--- src/variable_partition_allocator_unit_macros.svh ---
// assertion macros for the partition allocator
`ifndef VARIABLE_PARTITION_ALLOCATOR_UNIT_MACROS_SVH
`define VARIABLE_PARTITION_ALLOCATOR_UNIT_MACROS_SVH
`ifndef NO_ASSERTIONS
`define VPA_ASSERT(label, cond, msg) \
    label: assert property (@(posedge clk) disable iff (!rst_n) (cond)) else $error(msg);
`define VPA_ASSERT_IMP(label, pre, post, msg) \
    label: assert property (@(posedge clk) disable iff (!rst_n) (pre) |=> (post)) \
        else $error(msg);
`else
`define VPA_ASSERT(label, cond, msg)
`define VPA_ASSERT_IMP(label, pre, post, msg)
`endif
`endif

--- src/vpa_pkg.sv ---
package vpa_pkg;
    localparam int MEM_SIZE_DEF  = 65536;
    localparam int MAX_PARTS_DEF = 32;
    localparam int TASK_W = 8;
    localparam int SIZE_W = 17;
    localparam int ADDR_W = 16;
    localparam int STAT_W = 2;

    localparam logic [STAT_W-1:0] ST_OK      = 2'd0;
    localparam logic [STAT_W-1:0] ST_NOSPACE = 2'd1;
    localparam logic [STAT_W-1:0] ST_NOTASK  = 2'd2;
    localparam logic [STAT_W-1:0] ST_FULL    = 2'd3;

    localparam logic [1:0] POL_FIRST = 2'd0;
    localparam logic [1:0] POL_BEST  = 2'd1;
    localparam logic [1:0] POL_WORST = 2'd2;

    localparam logic OP_ALLOC = 1'b0;
    localparam logic OP_FREE  = 1'b1;
endpackage

--- src/vpa_if.sv ---
interface vpa_req_if
    import vpa_pkg::*;
();
    logic              valid;
    logic              ready;
    logic              opcode;
    logic [TASK_W-1:0] task_id;
    logic [SIZE_W-1:0] request_size;
    modport source (output valid, opcode, task_id, request_size, input ready);
    modport sink (input valid, opcode, task_id, request_size, output ready);
endinterface

interface vpa_rsp_if
    import vpa_pkg::*;
();
    logic              valid;
    logic              ready;
    logic [STAT_W-1:0] status;
    logic [ADDR_W-1:0] base_address;
    modport source (output valid, status, base_address, input ready);
    modport sink (input valid, status, base_address, output ready);
endinterface

--- src/variable_partition_allocator_unit.sv ---
// variable partition allocator
// req channel (sink): opcode, task_id, request_size; a beat is taken when
// valid and ready are high at a clock edge. rsp channel (source): status,
// base_address, one beat per request. cfg_we/cfg_wdata write fit_policy.
// the table lives in one memory; a single sequencer walks it one entry a
// cycle through one read port and one write port (read data registered).
// a scan reads the entries in order; a split then shifts the entries
// above the pick up by one (a read and a write state per moved entry),
// a free that merges shifts down by one or two (likewise per entry).
// longest case: a full-table best or worst fit scan, then a split at entry 0.
// ready is high only while the sequencer is idle; one request at a time.
// the response sits in an output register; a stalled receiver holds it
// and the block stays busy until the beat is taken.
// reset: entry 0 becomes one free partition of MEM_SIZE at address 0,
// count 1, fit_policy first fit. no clearing pass: entries above count
// are never read.
`include "variable_partition_allocator_unit_macros.svh"
module variable_partition_allocator_unit
    import vpa_pkg::*;
#(
    parameter int MEM_SIZE  = MEM_SIZE_DEF,
    parameter int MAX_PARTS = MAX_PARTS_DEF
)(
    input  logic       clk,
    input  logic       rst_n,
    input  logic       cfg_we,
    input  logic [1:0] cfg_wdata,
    vpa_req_if.sink    req,
    vpa_rsp_if.source  rsp
);
    localparam int IW = (MAX_PARTS > 1) ? $clog2(MAX_PARTS) : 1;
    localparam int CW = $clog2(MAX_PARTS + 1);

    localparam logic [3:0] S_IDLE  = 4'd0;
    localparam logic [3:0] S_SCAN  = 4'd1;
    localparam logic [3:0] S_DEC   = 4'd2;
    localparam logic [3:0] S_MVRD  = 4'd3;
    localparam logic [3:0] S_MVWR  = 4'd4;
    localparam logic [3:0] S_FIN   = 4'd5;
    localparam logic [3:0] S_RESP  = 4'd6;
    localparam logic [3:0] S_NBRD  = 4'd7;
    localparam logic [3:0] S_NBCK  = 4'd8;
    localparam logic [3:0] S_DNRD  = 4'd9;
    localparam logic [3:0] S_DNWR  = 4'd10;
    localparam logic [3:0] S_FIN2  = 4'd11;

    typedef struct packed {
        logic [ADDR_W-1:0] start;
        logic [SIZE_W-1:0] size;
        logic              busy;
        logic [TASK_W-1:0] owner;
    } entry_t;

    entry_t mem [MAX_PARTS];
    entry_t rd_q;
    logic   init_done_reg;

    logic [3:0]        state_reg, state_next;
    logic [1:0]        pol_reg;
    logic [CW-1:0]     count_reg, count_next;
    logic [CW-1:0]     ptr_reg, ptr_next;
    logic [CW-1:0]     scan_reg;
    logic              hit_reg, hit_next;
    logic [IW-1:0]     pick_reg, pick_next;
    entry_t            pe_reg, pe_next;
    entry_t            prev_reg, prev_next;
    logic              op_reg;
    logic [TASK_W-1:0] task_reg;
    logic [SIZE_W-1:0] want_reg;
    logic [STAT_W-1:0] st_reg, st_next;
    logic [ADDR_W-1:0] ba_reg, ba_next;
    logic              ov_reg, ov_next;
    logic [1:0]        ndel_reg, ndel_next;
    logic [CW-1:0]     scan_next;

    logic              we;
    logic [IW-1:0]     wa, ra;
    entry_t            wd;
    logic              rd_en;

    // entry 0 read as the reset partition until first written
    entry_t rd_eff;
    logic   rd0_reg;
    entry_t reset_e;
    always_comb
    begin
        reset_e.start = '0;
        reset_e.size  = SIZE_W'(MEM_SIZE);
        reset_e.busy  = 1'b0;
        reset_e.owner = '0;
        rd_eff = (rd0_reg && !init_done_reg) ? reset_e : rd_q;
    end

    always_ff @(posedge clk)
    begin
        if (we)
        begin
            mem[wa] <= wd;
        end
        if (rd_en)
        begin
            rd_q <= mem[ra];
        end
    end

    always_ff @(posedge clk or negedge rst_n)
    begin
        if (!rst_n)
        begin
            init_done_reg <= 1'b0;
            rd0_reg       <= 1'b0;
        end
        else
        begin
            if (we && wa == '0)
            begin
                init_done_reg <= 1'b1;
            end
            if (rd_en)
            begin
                rd0_reg <= (ra == '0);
            end
        end
    end

    logic fit;
    logic better;
    logic tfound;
    always_comb
    begin
        state_next = state_reg;
        count_next = count_reg;
        ptr_next   = ptr_reg;
        scan_next  = scan_reg;
        hit_next   = hit_reg;
        pick_next  = pick_reg;
        pe_next    = pe_reg;
        prev_next  = prev_reg;
        st_next    = st_reg;
        ba_next    = ba_reg;
        ov_next    = ov_reg;
        ndel_next  = ndel_reg;
        we    = 1'b0;
        wa    = '0;
        wd    = rd_eff;
        rd_en = 1'b0;
        ra    = '0;
        fit    = !rd_eff.busy && rd_eff.size >= want_reg;
        better = (pol_reg == POL_BEST) ? (rd_eff.size < pe_reg.size) :
                 (pol_reg == POL_WORST) ? (rd_eff.size > pe_reg.size) : 1'b0;
        tfound = rd_eff.busy && rd_eff.owner == task_reg;
        case (state_reg)
            S_IDLE:
            begin
                // only start on an accepted beat; a held response keeps everything
                if (req.valid && !ov_reg)
                begin
                    rd_en = 1'b1;
                    ra = '0;
                    ptr_next = CW'(1);
                    scan_next = '0;
                    hit_next = 1'b0;
                    prev_next = reset_e;
                    prev_next.busy = 1'b1;
                    if (req.opcode == OP_ALLOC && req.request_size == '0)
                    begin
                        st_next = ST_NOSPACE;
                        ba_next = '0;
                        state_next = S_RESP;
                    end
                    else
                    begin
                        state_next = S_SCAN;
                    end
                end
            end
            S_SCAN:
            begin
                // rd_eff holds entry scan_reg; issue next read
                if (op_reg == OP_ALLOC)
                begin
                    if (fit && (!hit_reg || better))
                    begin
                        hit_next = 1'b1;
                        pick_next = IW'(scan_reg);
                        pe_next = rd_eff;
                    end
                end
                else if (tfound && !hit_reg)
                begin
                    hit_next = 1'b1;
                    pick_next = IW'(scan_reg);
                    pe_next = rd_eff;
                end
                if (!hit_reg)
                begin
                    if (!(op_reg == OP_FREE && tfound))
                    begin
                        prev_next = rd_eff;
                    end
                end
                // unused policy code behaves as first fit
                if ((hit_next && (op_reg == OP_FREE ||
                        (pol_reg != POL_BEST && pol_reg != POL_WORST)))
                        || ptr_reg >= count_reg)
                begin
                    state_next = S_DEC;
                end
                else
                begin
                    rd_en = 1'b1;
                    ra = IW'(ptr_reg);
                    scan_next = ptr_reg;
                    ptr_next = ptr_reg + CW'(1);
                end
            end
            S_DEC:
            begin
                if (!hit_reg)
                begin
                    st_next = (op_reg == OP_ALLOC) ? ST_NOSPACE : ST_NOTASK;
                    ba_next = '0;
                    state_next = S_RESP;
                end
                else if (op_reg == OP_ALLOC)
                begin
                    ba_next = pe_reg.start;
                    st_next = ST_OK;
                    if (pe_reg.size > want_reg)
                    begin
                        if (count_reg >= CW'(MAX_PARTS))
                        begin
                            st_next = ST_FULL;
                            ba_next = '0;
                            state_next = S_RESP;
                        end
                        else
                        begin
                            // shift entries pick+1..count-1 up by one, from the top
                            ptr_next = count_reg;
                            state_next = S_MVRD;
                        end
                    end
                    else
                    begin
                        state_next = S_FIN;
                    end
                end
                else
                begin
                    st_next = ST_OK;
                    ba_next = '0;
                    // free: merged entry in pe_reg, look at right neighbor
                    pe_next.busy = 1'b0;
                    pe_next.owner = '0;
                    ndel_next = '0;
                    if (pick_reg != '0 && !prev_reg.busy)
                    begin
                        pe_next.start = prev_reg.start;
                        pe_next.size = prev_reg.size + pe_reg.size;
                        pick_next = pick_reg - IW'(1);
                        ndel_next = 2'd1;
                    end
                    state_next = S_NBRD;
                end
            end
            S_MVRD:
            begin
                if (ptr_reg <= CW'(pick_reg) + CW'(1))
                begin
                    state_next = S_FIN;
                end
                else
                begin
                    rd_en = 1'b1;
                    ra = IW'(ptr_reg - CW'(1));
                    state_next = S_MVWR;
                end
            end
            S_MVWR:
            begin
                we = 1'b1;
                wa = IW'(ptr_reg);
                wd = rd_eff;
                ptr_next = ptr_reg - CW'(1);
                state_next = S_MVRD;
            end
            S_FIN:
            begin
                we = 1'b1;
                wa = pick_reg;
                wd = pe_reg;
                wd.busy = 1'b1;
                wd.owner = task_reg;
                wd.size = want_reg;
                if (pe_reg.size > want_reg)
                begin
                    state_next = S_FIN2;
                end
                else
                begin
                    state_next = S_RESP;
                end
            end
            S_FIN2:
            begin
                we = 1'b1;
                wa = IW'(CW'(pick_reg) + CW'(1));
                wd.start = pe_reg.start + want_reg[ADDR_W-1:0];
                wd.size = pe_reg.size - want_reg;
                wd.busy = 1'b0;
                wd.owner = '0;
                count_next = count_reg + CW'(1);
                state_next = S_RESP;
            end
            S_NBRD:
            begin
                // read the entry after the original busy one
                if (CW'(pick_reg) + CW'(ndel_reg) + CW'(1) < count_reg)
                begin
                    rd_en = 1'b1;
                    ra = IW'(CW'(pick_reg) + CW'(ndel_reg) + CW'(1));
                    state_next = S_NBCK;
                end
                else
                begin
                    ptr_next = CW'(pick_reg) + CW'(1);
                    state_next = S_DNRD;
                end
            end
            S_NBCK:
            begin
                if (!rd_eff.busy)
                begin
                    pe_next.size = pe_reg.size + rd_eff.size;
                    ndel_next = ndel_reg + 2'd1;
                end
                ptr_next = CW'(pick_reg) + CW'(1);
                state_next = S_DNRD;
            end
            S_DNRD:
            begin
                // write merged entry first, then move tail down by ndel
                we = 1'b1;
                wa = pick_reg;
                wd = pe_reg;
                if (ndel_reg == '0 || ptr_reg + CW'(ndel_reg) >= count_reg)
                begin
                    count_next = count_reg - CW'(ndel_reg);
                    state_next = S_RESP;
                end
                else
                begin
                    rd_en = 1'b1;
                    ra = IW'(ptr_reg + CW'(ndel_reg));
                    state_next = S_DNWR;
                end
            end
            S_DNWR:
            begin
                we = 1'b1;
                wa = IW'(ptr_reg);
                wd = rd_eff;
                ptr_next = ptr_reg + CW'(1);
                state_next = S_DNRD;
            end
            S_RESP:
            begin
                ov_next = 1'b1;
                state_next = S_IDLE;
                if (ov_reg)
                begin
                    state_next = S_RESP;
                    ov_next = 1'b1;
                end
            end
            default:
            begin
                state_next = S_IDLE;
            end
        endcase
        if (ov_reg && rsp.ready)
        begin
            ov_next = (state_reg == S_RESP) ? 1'b1 : 1'b0;
            if (state_reg == S_RESP)
            begin
                state_next = S_IDLE;
            end
        end
    end

    assign req.ready = (state_reg == S_IDLE) && !ov_reg;
    assign rsp.valid = ov_reg;
    assign rsp.status = st_reg;
    assign rsp.base_address = ba_reg;

    always_ff @(posedge clk or negedge rst_n)
    begin
        if (!rst_n)
        begin
            state_reg <= S_IDLE;
            pol_reg   <= POL_FIRST;
            count_reg <= CW'(1);
            ov_reg    <= 1'b0;
            hit_reg   <= 1'b0;
        end
        else
        begin
            if (cfg_we)
            begin
                pol_reg <= cfg_wdata;
            end
            state_reg <= (state_reg == S_IDLE && ov_reg) ? S_IDLE : state_next;
            count_reg <= count_next;
            ov_reg    <= ov_next;
            hit_reg   <= hit_next;
        end
    end

    always_ff @(posedge clk)
    begin
        ptr_reg  <= ptr_next;
        scan_reg <= scan_next;
        pick_reg <= pick_next;
        pe_reg   <= pe_next;
        prev_reg <= prev_next;
        st_reg   <= st_next;
        ba_reg   <= ba_next;
        ndel_reg <= ndel_next;
        if (req.valid && req.ready)
        begin
            op_reg   <= req.opcode;
            task_reg <= req.task_id;
            want_reg <= req.request_size;
        end
    end

    `VPA_ASSERT(a_count_range, count_reg >= CW'(1) && count_reg <= CW'(MAX_PARTS), "count out of range")
    `VPA_ASSERT_IMP(a_hold, rsp.valid && !rsp.ready, rsp.valid && $stable(rsp.status), "response dropped")
    `VPA_ASSERT(a_busy, !(req.ready && rsp.valid), "ready with pending response")
    `VPA_ASSERT_IMP(a_accept, req.valid && req.ready, state_reg != S_IDLE, "accept did not start")
endmodule

--- src/flat_wrapper.sv ---
// flat-port wrapper written by rule: the top's interface ports become plain ports
module variable_partition_allocator_unit_flat import vpa_pkg::*;
#(
    parameter int MEM_SIZE  = MEM_SIZE_DEF,
    parameter int MAX_PARTS = MAX_PARTS_DEF
)
  (clk, rst_n, cfg_we, cfg_wdata, req_valid, req_opcode, req_task_id, req_request_size, req_ready, rsp_valid, rsp_status, rsp_base_address, rsp_ready);
  vpa_req_if req_i ();
  vpa_rsp_if rsp_i ();
  input  logic clk;
  input  logic rst_n;
  input  logic cfg_we;
  input  logic [1:0] cfg_wdata;
  input wire logic [$bits(req_i.valid)-1:0] req_valid;
  input wire logic [$bits(req_i.opcode)-1:0] req_opcode;
  input wire logic [$bits(req_i.task_id)-1:0] req_task_id;
  input wire logic [$bits(req_i.request_size)-1:0] req_request_size;
  output wire logic [$bits(req_i.ready)-1:0] req_ready;
  output wire logic [$bits(rsp_i.valid)-1:0] rsp_valid;
  output wire logic [$bits(rsp_i.status)-1:0] rsp_status;
  output wire logic [$bits(rsp_i.base_address)-1:0] rsp_base_address;
  input wire logic [$bits(rsp_i.ready)-1:0] rsp_ready;
  assign req_i.valid = req_valid;
  assign req_i.opcode = req_opcode;
  assign req_i.task_id = req_task_id;
  assign req_i.request_size = req_request_size;
  assign req_ready = req_i.ready;
  assign rsp_valid = rsp_i.valid;
  assign rsp_status = rsp_i.status;
  assign rsp_base_address = rsp_i.base_address;
  assign rsp_i.ready = rsp_ready;
  variable_partition_allocator_unit #(.MEM_SIZE(MEM_SIZE), .MAX_PARTS(MAX_PARTS)) u_core (.clk(clk), .rst_n(rst_n), .cfg_we(cfg_we), .cfg_wdata(cfg_wdata), .req(req_i), .rsp(rsp_i));
endmodule
--- config.mk ---
export PLATFORM = sky130hd
export DESIGN_NAME = variable_partition_allocator_unit_flat
export DESIGN_NICKNAME = d
export VERILOG_FILES = /design/src/vpa_pkg.sv /design/src/vpa_if.sv /design/src/variable_partition_allocator_unit.sv /design/src/flat_wrapper.sv
export VERILOG_INCLUDE_DIRS = /design/src /design/src/src
export SDC_FILE = /design/constraint.sdc
export NUM_CORES = 2
export LEC_CHECK = 0
export ABC_AREA = 1
export CAP_MARGIN = 20
export CORE_MARGIN = 1.5
export CORE_UTILIZATION = 48
export DETAILED_ROUTE_END_ITERATION = 6
export DONT_BUFFER_PORTS = 1
export GPL_TIMING_DRIVEN = 1
export PLACE_DENSITY = 0.63
export SYNTH_ARGS = -nofsm -noshare
export SYNTH_HDL_FRONTEND = slang
export SYNTH_SLANG_ARGS = --single-unit
--- constraint.sdc ---
create_clock -name clk -period 9.65 [get_ports clk]
set_input_delay 0.4825 -clock clk [delete_from_list [all_inputs] [get_ports clk]]
set_output_delay 0.4825 -clock clk [all_outputs]
set_load 0.01 [all_outputs]
* Word-level counts from Yosys, hierarchy flattened
Memory sizes are Yosys's and may differ from the RTL's. A register that Yosys moved wholly into a read port is not among the register bits.
Cells that the tools add are included.
** Storage, ports and cells
- Memories kept :: 1
- Memory bits (writable) :: 1344
- Output and inout port bits :: 20
- Register bits after elaboration :: 154
- Logic and storage cells :: 231
** Cells by class
- Equal/unequal tests :: 32
- Reductions and logical operators :: 53
- Bitwise gates (word level) :: 1
- Mux-type cells :: 98
- $lt $le $gt $ge :: 9
- $add $sub $neg :: 14
** Memories
- u_core.mem :: words 32, width 42, read ports 1, clocked after memory_dff 1, wr ports 1, RTL line variable_partition_allocator_unit.sv:54 : entry_t mem [MAX_PARTS];
** Operators with widths (count)
- $mux 42 :: 9
- $pmux 42 s3 :: 1
- $mux 16 :: 6
- $pmux 42 s2 :: 1
- $pmux 16 s2 :: 2
- $mux 5 :: 12
- $pmux 17 s3 :: 1
- $mux 6 :: 8
- $pmux 4 s11 :: 1
- $pmux 6 s7 :: 1
- $add 17x17->17 :: 2
- $gt 17x17->1 :: 2
- $mux 33 :: 1
- $mux 4 :: 8
- $mux 1 :: 21
- $mux 2 :: 10
- $pmux 5 s2 :: 2
- $pmux 5 s4 :: 1
- $add 6x1->6 const B :: 3
- $pmux 9 s2 :: 1
- $ge 17x17->1 :: 1
- $logic_not 17->1 :: 1
- $lt 17x17->1 :: 1
- $mux 17 :: 1
- other kinds (50) :: 110

* Longest topological paths before layout
- Word-level depth :: 18
- Gate-level depth with buffers :: 32

* Worst setup path before layout
Ideal clock, no wire load.
- Path kind :: flip-flop to flip-flop
- Start :: register u_core.rd0_reg
- End :: register u_core.pe_reg[10] in the netlist's numbering, enable pin
- Path slack :: 4.295 ns
- Stages on the path, launching flop included :: 16
- Clock period less this slack :: 5.355 ns
- Arrival time :: 4.870 ns
- Cell sequence :: dfrtp_1 > nand2_4 > buf_6 > clkbuf_1 > nand2_1 > inv_1 > ha_1 > a21oi_1 > nor2_1 > a211oi_1 > nand2_1 > nand2_1 > nand3_1 > nand3_1 > a221oi_1 > a2111oi_0
** RTL lines
- from (decl) :: RTL line variable_partition_allocator_unit.sv:83 : logic rd0_reg;
- from (signal assigned) :: RTL line variable_partition_allocator_unit.sv:121 : rd0_reg <= (ra == '0);
- to (signal assigned) :: RTL line variable_partition_allocator_unit.sv:425 : pe_reg <= pe_next;
- to (decl) :: RTL line variable_partition_allocator_unit.sv:65 : entry_t pe_reg, pe_next;

==> impl_results.html <==
<table>
<tr><th>Metric</th><th>Value</th></tr>
<tr><th colspan="2">Worst hold path</th></tr>
<tr><td>Hold/Removal Path Class</td><td>input port to asynchronous set/reset pin</td></tr>
<tr><th colspan="2">Setup path</th></tr>
<tr><td>Start of the worst register-to-register path</td><td>u_core.rd0_reg</td></tr>
<tr><td>Worst setup path end</td><td>u_core.rd_q[21]</td></tr>
<tr><td>Required @ worst endpoint</td><td>slightly above 10 ns</td></tr>
<tr><td>Peak fanout along the critical path</td><td>175</td></tr>
<tr><td>Cell count of the worst reg-to-reg path</td><td>26</td></tr>
<tr><td>Critical register-to-register path endpoint</td><td>u_core.rd_q[21]</td></tr>
<tr><td>Startpoint type of the worst setup path</td><td>flip-flop</td></tr>
<tr><td>Critical path class</td><td>flip-flop to flip-flop</td></tr>
<tr><td>Worst setup path start</td><td>u_core.rd0_reg</td></tr>
<tr><td>WP data arrival</td><td>7.10 ns</td></tr>
<tr><td>Register-to-register setup slack</td><td>3.10 ns</td></tr>
<tr><td>Worst setup EP type</td><td>flip-flop</td></tr>
<tr><th colspan="2">Timing</th></tr>
<tr><td>RSZ-0062 raised after global routing</td><td>false</td></tr>
<tr><td>Worst-Margin Slew</td><td>around 1.2 ns</td></tr>
<tr><td>Setup_tns</td><td>0 ns</td></tr>
<tr><td>Hold violation count in the final report</td><td>0</td></tr>
<tr><td>Clock period minus final worst setup slack</td><td>about 6.5 ns</td></tr>
<tr><td>Remaining max-slew budget at the tightest pin</td><td>a little under a fifth</td></tr>
<tr><td>Clock tree skew after final layout</td><td>0.0363 ns</td></tr>
<tr><td>Final clock period utilization by the worst path</td><td>around 68%</td></tr>
<tr><td>Setup violation total in the final timing report</td><td>0</td></tr>
<tr><td>Worst setup slack after layout</td><td>about 3.1 ns</td></tr>
<tr><td>Final-report max-slew violation count</td><td>0</td></tr>
<tr><td>Peak Freq</td><td>0.153 GHz</td></tr>
<tr><th colspan="2">Die</th></tr>
<tr><td>Die X-Extent</td><td>between 300 and 400 um</td></tr>
<tr><td>Effective utilization at floorplan</td><td>roughly half</td></tr>
<tr><td>Floorplan die area</td><td>approximately 0.15 mm2</td></tr>
<tr><td>Std-Cell Rows</td><td>between 100 and 150</td></tr>
<tr><td>Core Area</td><td>~0.15 mm2</td></tr>
<tr><td>Die outline height</td><td>between 300 and 400 um</td></tr>
<tr><td>Number of I/O pins</td><td>53</td></tr>
<tr><th colspan="2">Layout</th></tr>
<tr><td>Total number of nets in the final design</td><td>7,292</td></tr>
<tr><td>Most common library cell in the layout ignoring fill and taps</td><td>sky130_fd_sc_hd__edfxtp_1</td></tr>
<tr><td>Area used by multi-input combinational logic</td><td>approximately 0.021 mm2</td></tr>
<tr><td>Number of flip-flops in the largest register</td><td>about 1,300</td></tr>
<tr><td>FILL cells</td><td>roughly 13,000</td></tr>
<tr><td>Area delta synth-&gt;final</td><td>10.7%</td></tr>
<tr><td>Register Area</td><td>~0.046 mm2</td></tr>
<tr><td>Most used cells in the layout excluding fill and tap cells</td><td>sky130_fd_sc_hd__edfxtp_1 (1,524), sky130_fd_sc_hd__nand2_1 (1,514), sky130_fd_sc_hd__inv_1 (1,125), sky130_fd_sc_hd__nand3_1 (1,124), sky130_fd_sc_hd__nor2_1 (525)</td></tr>
<tr><td>Layout cell share with drive strength beyond 1</td><td>6.14%</td></tr>
<tr><th colspan="2">Detailed routing</th></tr>
<tr><td>WL final</td><td>220 mm</td></tr>
<tr><td>Antenna-violating nets left</td><td>0</td></tr>
<tr><td>Number of vias per cell after detailed routing</td><td>5.60</td></tr>
<tr><td>Violation count after the first detailed-routing iteration</td><td>6,266</td></tr>
<tr><td>Routed wirelength normalized by instance count</td><td>approximately 24 um</td></tr>
<tr><td>Router iterations before antenna repair</td><td>6</td></tr>
<tr><td>Routed vias</td><td>~52,000</td></tr>
<tr><td>Total DRC errors in the routed layout</td><td>0</td></tr>
<tr><th colspan="2">Clocking</th></tr>
<tr><td>Max Buffers Root-to-Sink</td><td>3</td></tr>
<tr><td>Worst-path clk slew</td><td>0.06 ns</td></tr>
<tr><td>Number of CTS-inserted buffers</td><td>162</td></tr>
<tr><td>Master cell of the clock root buffer</td><td>sky130_fd_sc_hd__clkbuf_16</td></tr>
<tr><td>TritonCTS clock tree</td><td>yes</td></tr>
<tr><td>Total number of clock tree sinks</td><td>~1,500</td></tr>
<tr><td>H-tree levels</td><td>4</td></tr>
<tr><td>Later-pin clock latency in the skew report</td><td>0.81 ns</td></tr>
<tr><th colspan="2">Yosys</th></tr>
<tr><td>Total nets after synthesis</td><td>around 7,400</td></tr>
<tr><td>Synthesized instance count</td><td>a little over 7,000</td></tr>
<tr><td>Async SR Flop Fraction</td><td>under 10%</td></tr>
<tr><td>Share of synthesized area occupied by flip-flops and latches</td><td>between 60% and 70%</td></tr>
<tr><td>Synth top area share</td><td>between 60% and 70%</td></tr>
<tr><td>Cell area after synthesis</td><td>between 0.07 and 0.08 mm2</td></tr>
<tr><td>Post-synth cell types</td><td>53</td></tr>
<tr><td>Most area-consuming cells after synthesis</td><td>sky130_fd_sc_hd__edfxtp_1 (63%), sky130_fd_sc_hd__nand2_1 (7.8%), sky130_fd_sc_hd__nand3_1 (7.7%)</td></tr>
<tr><td>Synth area leader</td><td>sky130_fd_sc_hd__edfxtp_1</td></tr>
<tr><td>Number of synthesis warnings</td><td>0</td></tr>
<tr><td>Top_reg_cell synth</td><td>sky130_fd_sc_hd__edfxtp_1</td></tr>
<tr><td>Number of synthesized flops with an enable pin</td><td>1,524</td></tr>
<tr><td>Flop and latch count out of synthesis</td><td>about 1,500</td></tr>
<tr><td>Syn_area_per_cell</td><td>between 10 and 15 um2</td></tr>
<tr><th colspan="2">Power</th></tr>
<tr><td>Power per cell area</td><td>between 300 and 400 mW/mm2</td></tr>
<tr><td>Switching component of the power</td><td>roughly 0.013 W</td></tr>
<tr><td>Largest voltage drop on the vdd net</td><td>~0.29 mV</td></tr>
<tr><td>Part of the power in the clock network</td><td>between 20% and 30%</td></tr>
<tr><td>Standby leakage power</td><td>between 30 and 40 nW</td></tr>
<tr><td>Share of power burned in combinational logic</td><td>44.1%</td></tr>
<tr><td>Int Power</td><td>roughly 0.017 W</td></tr>
<tr><td>Switching share of total power</td><td>a little over two fifths</td></tr>
<tr><td>Sequential power share</td><td>a little over a third</td></tr>
<tr><th colspan="2">Placed design</th></tr>
<tr><td>Half-perimeter wire length of the detailed placement result</td><td>115 mm</td></tr>
<tr><td>Number of buffers added on ports</td><td>0</td></tr>
<tr><td>Pre-CTS WS</td><td>~3.2 ns</td></tr>
<tr><td>Weighted congestion reported at the end of routability-driven placement</td><td>approximately 0.96</td></tr>
<tr><th colspan="2">Global routing</th></tr>
<tr><td>First-pass GRT wire length</td><td>~320 mm</td></tr>
<tr><td>Number of global-route vias before repair</td><td>about 49,000</td></tr>
<tr><td>Initial antenna violation count</td><td>4</td></tr>
<tr><td>Congestion Overflow GR</td><td>0</td></tr>
<tr><td>Total routing usage reported by global routing</td><td>between 20 and 30%</td></tr>
<tr><td>Maximum number of pins on one net before global-route repair</td><td>approximately 200</td></tr>
<tr><th colspan="2">Run</th></tr>
<tr><td>Maximum Capacitance Violations</td><td>0</td></tr>
<tr><th colspan="2">Outcome</th></tr>
<tr><td>Run status</td><td>finished clean</td></tr>
</table>
[logic make-up after synthesis]
family | count (synthesis) | share of synthesized area (%)
compound gates | 364 | 2.92
xor+xnor | 37 | 0.446
fa+ha+maj | 123 | 2.18
buf+inv | 1517 | 8.34
flops | 1540 | 63.5
simple gates | 3613 | 22.6
[per-stage QoR]
stage	hold slack (ns)	utilization [%]	std cells	area, um2	total power [W]
floorplan	0.187	-	7194	72700	0.0191
global placement	0.188	49.9	8951	75000	0.0237
detailed placement	0.188	50.0	8952	75000	0.0238
CTS	0.0838	53.6	9272	80400	0.0299
global route	0.0362	53.6	9276	80500	0.0316
finish	0.0336	53.6	9277	80500	0.0300
[cell usage after synthesis (all sizes together) (10+ instances only)]
| cell type | number |
|---|---|
| buf | 258 |
| xor2 | 32 |
| a21oi | 93 |
| o2111ai | 15 |
| inv | 1132 |
| nand2 | 1523 |
| edfxtp | 1524 |
| o221ai | 12 |
| ha | 117 |
| clkbuf | 123 |
| or2 | 14 |
| nand3 | 1126 |
| nand4 | 11 |
| dfrtp | 15 |
| nor2 | 569 |
| nand3b | 341 |
| nor4 | 10 |
| o21bai | 11 |
| o211ai | 17 |
| nor3 | 17 |
| o21ai | 168 |
[routing by layer]
metal	GRT usage [%]	wire length, um	vias to the layer above
met4	8.22	6070	2
met1	40.7	92400	25300
met2	45.2	101000	2440
met5	0	13	-
li1	-	-	23900
met3	4.27	20300	353
[power by group through the flow]
stage | Combinational, W | Clock, W | Sequential (W)
2_1_floorplan | 0.00849 | 0 | 0.0106
3_3_place_gp | 0.0129 | 0 | 0.0108
3_5_place_dp | 0.0130 | 0 | 0.0108
4_1_cts | 0.0131 | 0.00615 | 0.0107
5_1_grt | 0.0145 | 0.00640 | 0.0107
6_report | 0.0132 | 0.00609 | 0.0107
[worst min-delay path by stage]
stage / start / end / slack [ns] / cells after the start
global placement: rst_n / u_core.count_reg[4] / 0.19 / 0
CTS: req_request_size[0] / u_core.state_reg[0] / 0.08 / 4
global route: rst_n / u_core.count_reg[3] / 0.04 / 1
detailed placement: rst_n / u_core.count_reg[4] / 0.19 / 0
finish: rst_n / u_core.count_reg[3] / 0.03 / 1
floorplan: rst_n / u_core.count_reg[1] / 0.19 / 0
[worst max-delay path: stages, from the launching register on]
cell and delay (ns):
sky130_fd_sc_hd__dfrtp_1 0.41, sky130_fd_sc_hd__nand2_4 0.47, sky130_fd_sc_hd__nand2_1 0.32, sky130_fd_sc_hd__inv_1 0.25, sky130_fd_sc_hd__ha_1 0.31, sky130_fd_sc_hd__a21oi_1 0.23, sky130_fd_sc_hd__o21ai_0 0.11, sky130_fd_sc_hd__a21oi_1 0.24
sky130_fd_sc_hd__nand2_1 0.09, sky130_fd_sc_hd__inv_1 0.07, sky130_fd_sc_hd__nand2_1 0.05, sky130_fd_sc_hd__nand2_1 0.07, sky130_fd_sc_hd__nand3_1 0.09, sky130_fd_sc_hd__nand2_1 0.09, sky130_fd_sc_hd__nand2_2 0.08, sky130_fd_sc_hd__nand2_2 0.12
sky130_fd_sc_hd__nand3_4 0.49, sky130_fd_sc_hd__nand2_8 0.53, sky130_fd_sc_hd__buf_12 0.61, sky130_fd_sc_hd__buf_4 0.76, sky130_fd_sc_hd__nand2_1 0.14, sky130_fd_sc_hd__nand3_1 0.11, sky130_fd_sc_hd__nand2_1 0.06, sky130_fd_sc_hd__nand2_1 0.06
sky130_fd_sc_hd__nand3_1 0.10, sky130_fd_sc_hd__nor2_1 0.15, sky130_fd_sc_hd__nor2_1 0.05
[cell type report]
class	count	area share (%)
Sequential cell	1540	57.4
Inverter	1136	5.31
Multi-Input combinational cell	4137	26.1
Tap cell	2016	3.13
Antenna cell	1	0.00311
Clock buffer	208	5.38
Timing Repair Buffer	159	1.79
Clock inverter	80	0.930
[what timing repair did]
item / in CTS / in global routing
setup buffers: 0 / 0
gates resized for setup: 0 / 0
hold buffers: 32 / 0
hold endpoints to repair: 48 / 0
No activity file was read; power rests on OpenSTA's default activity.
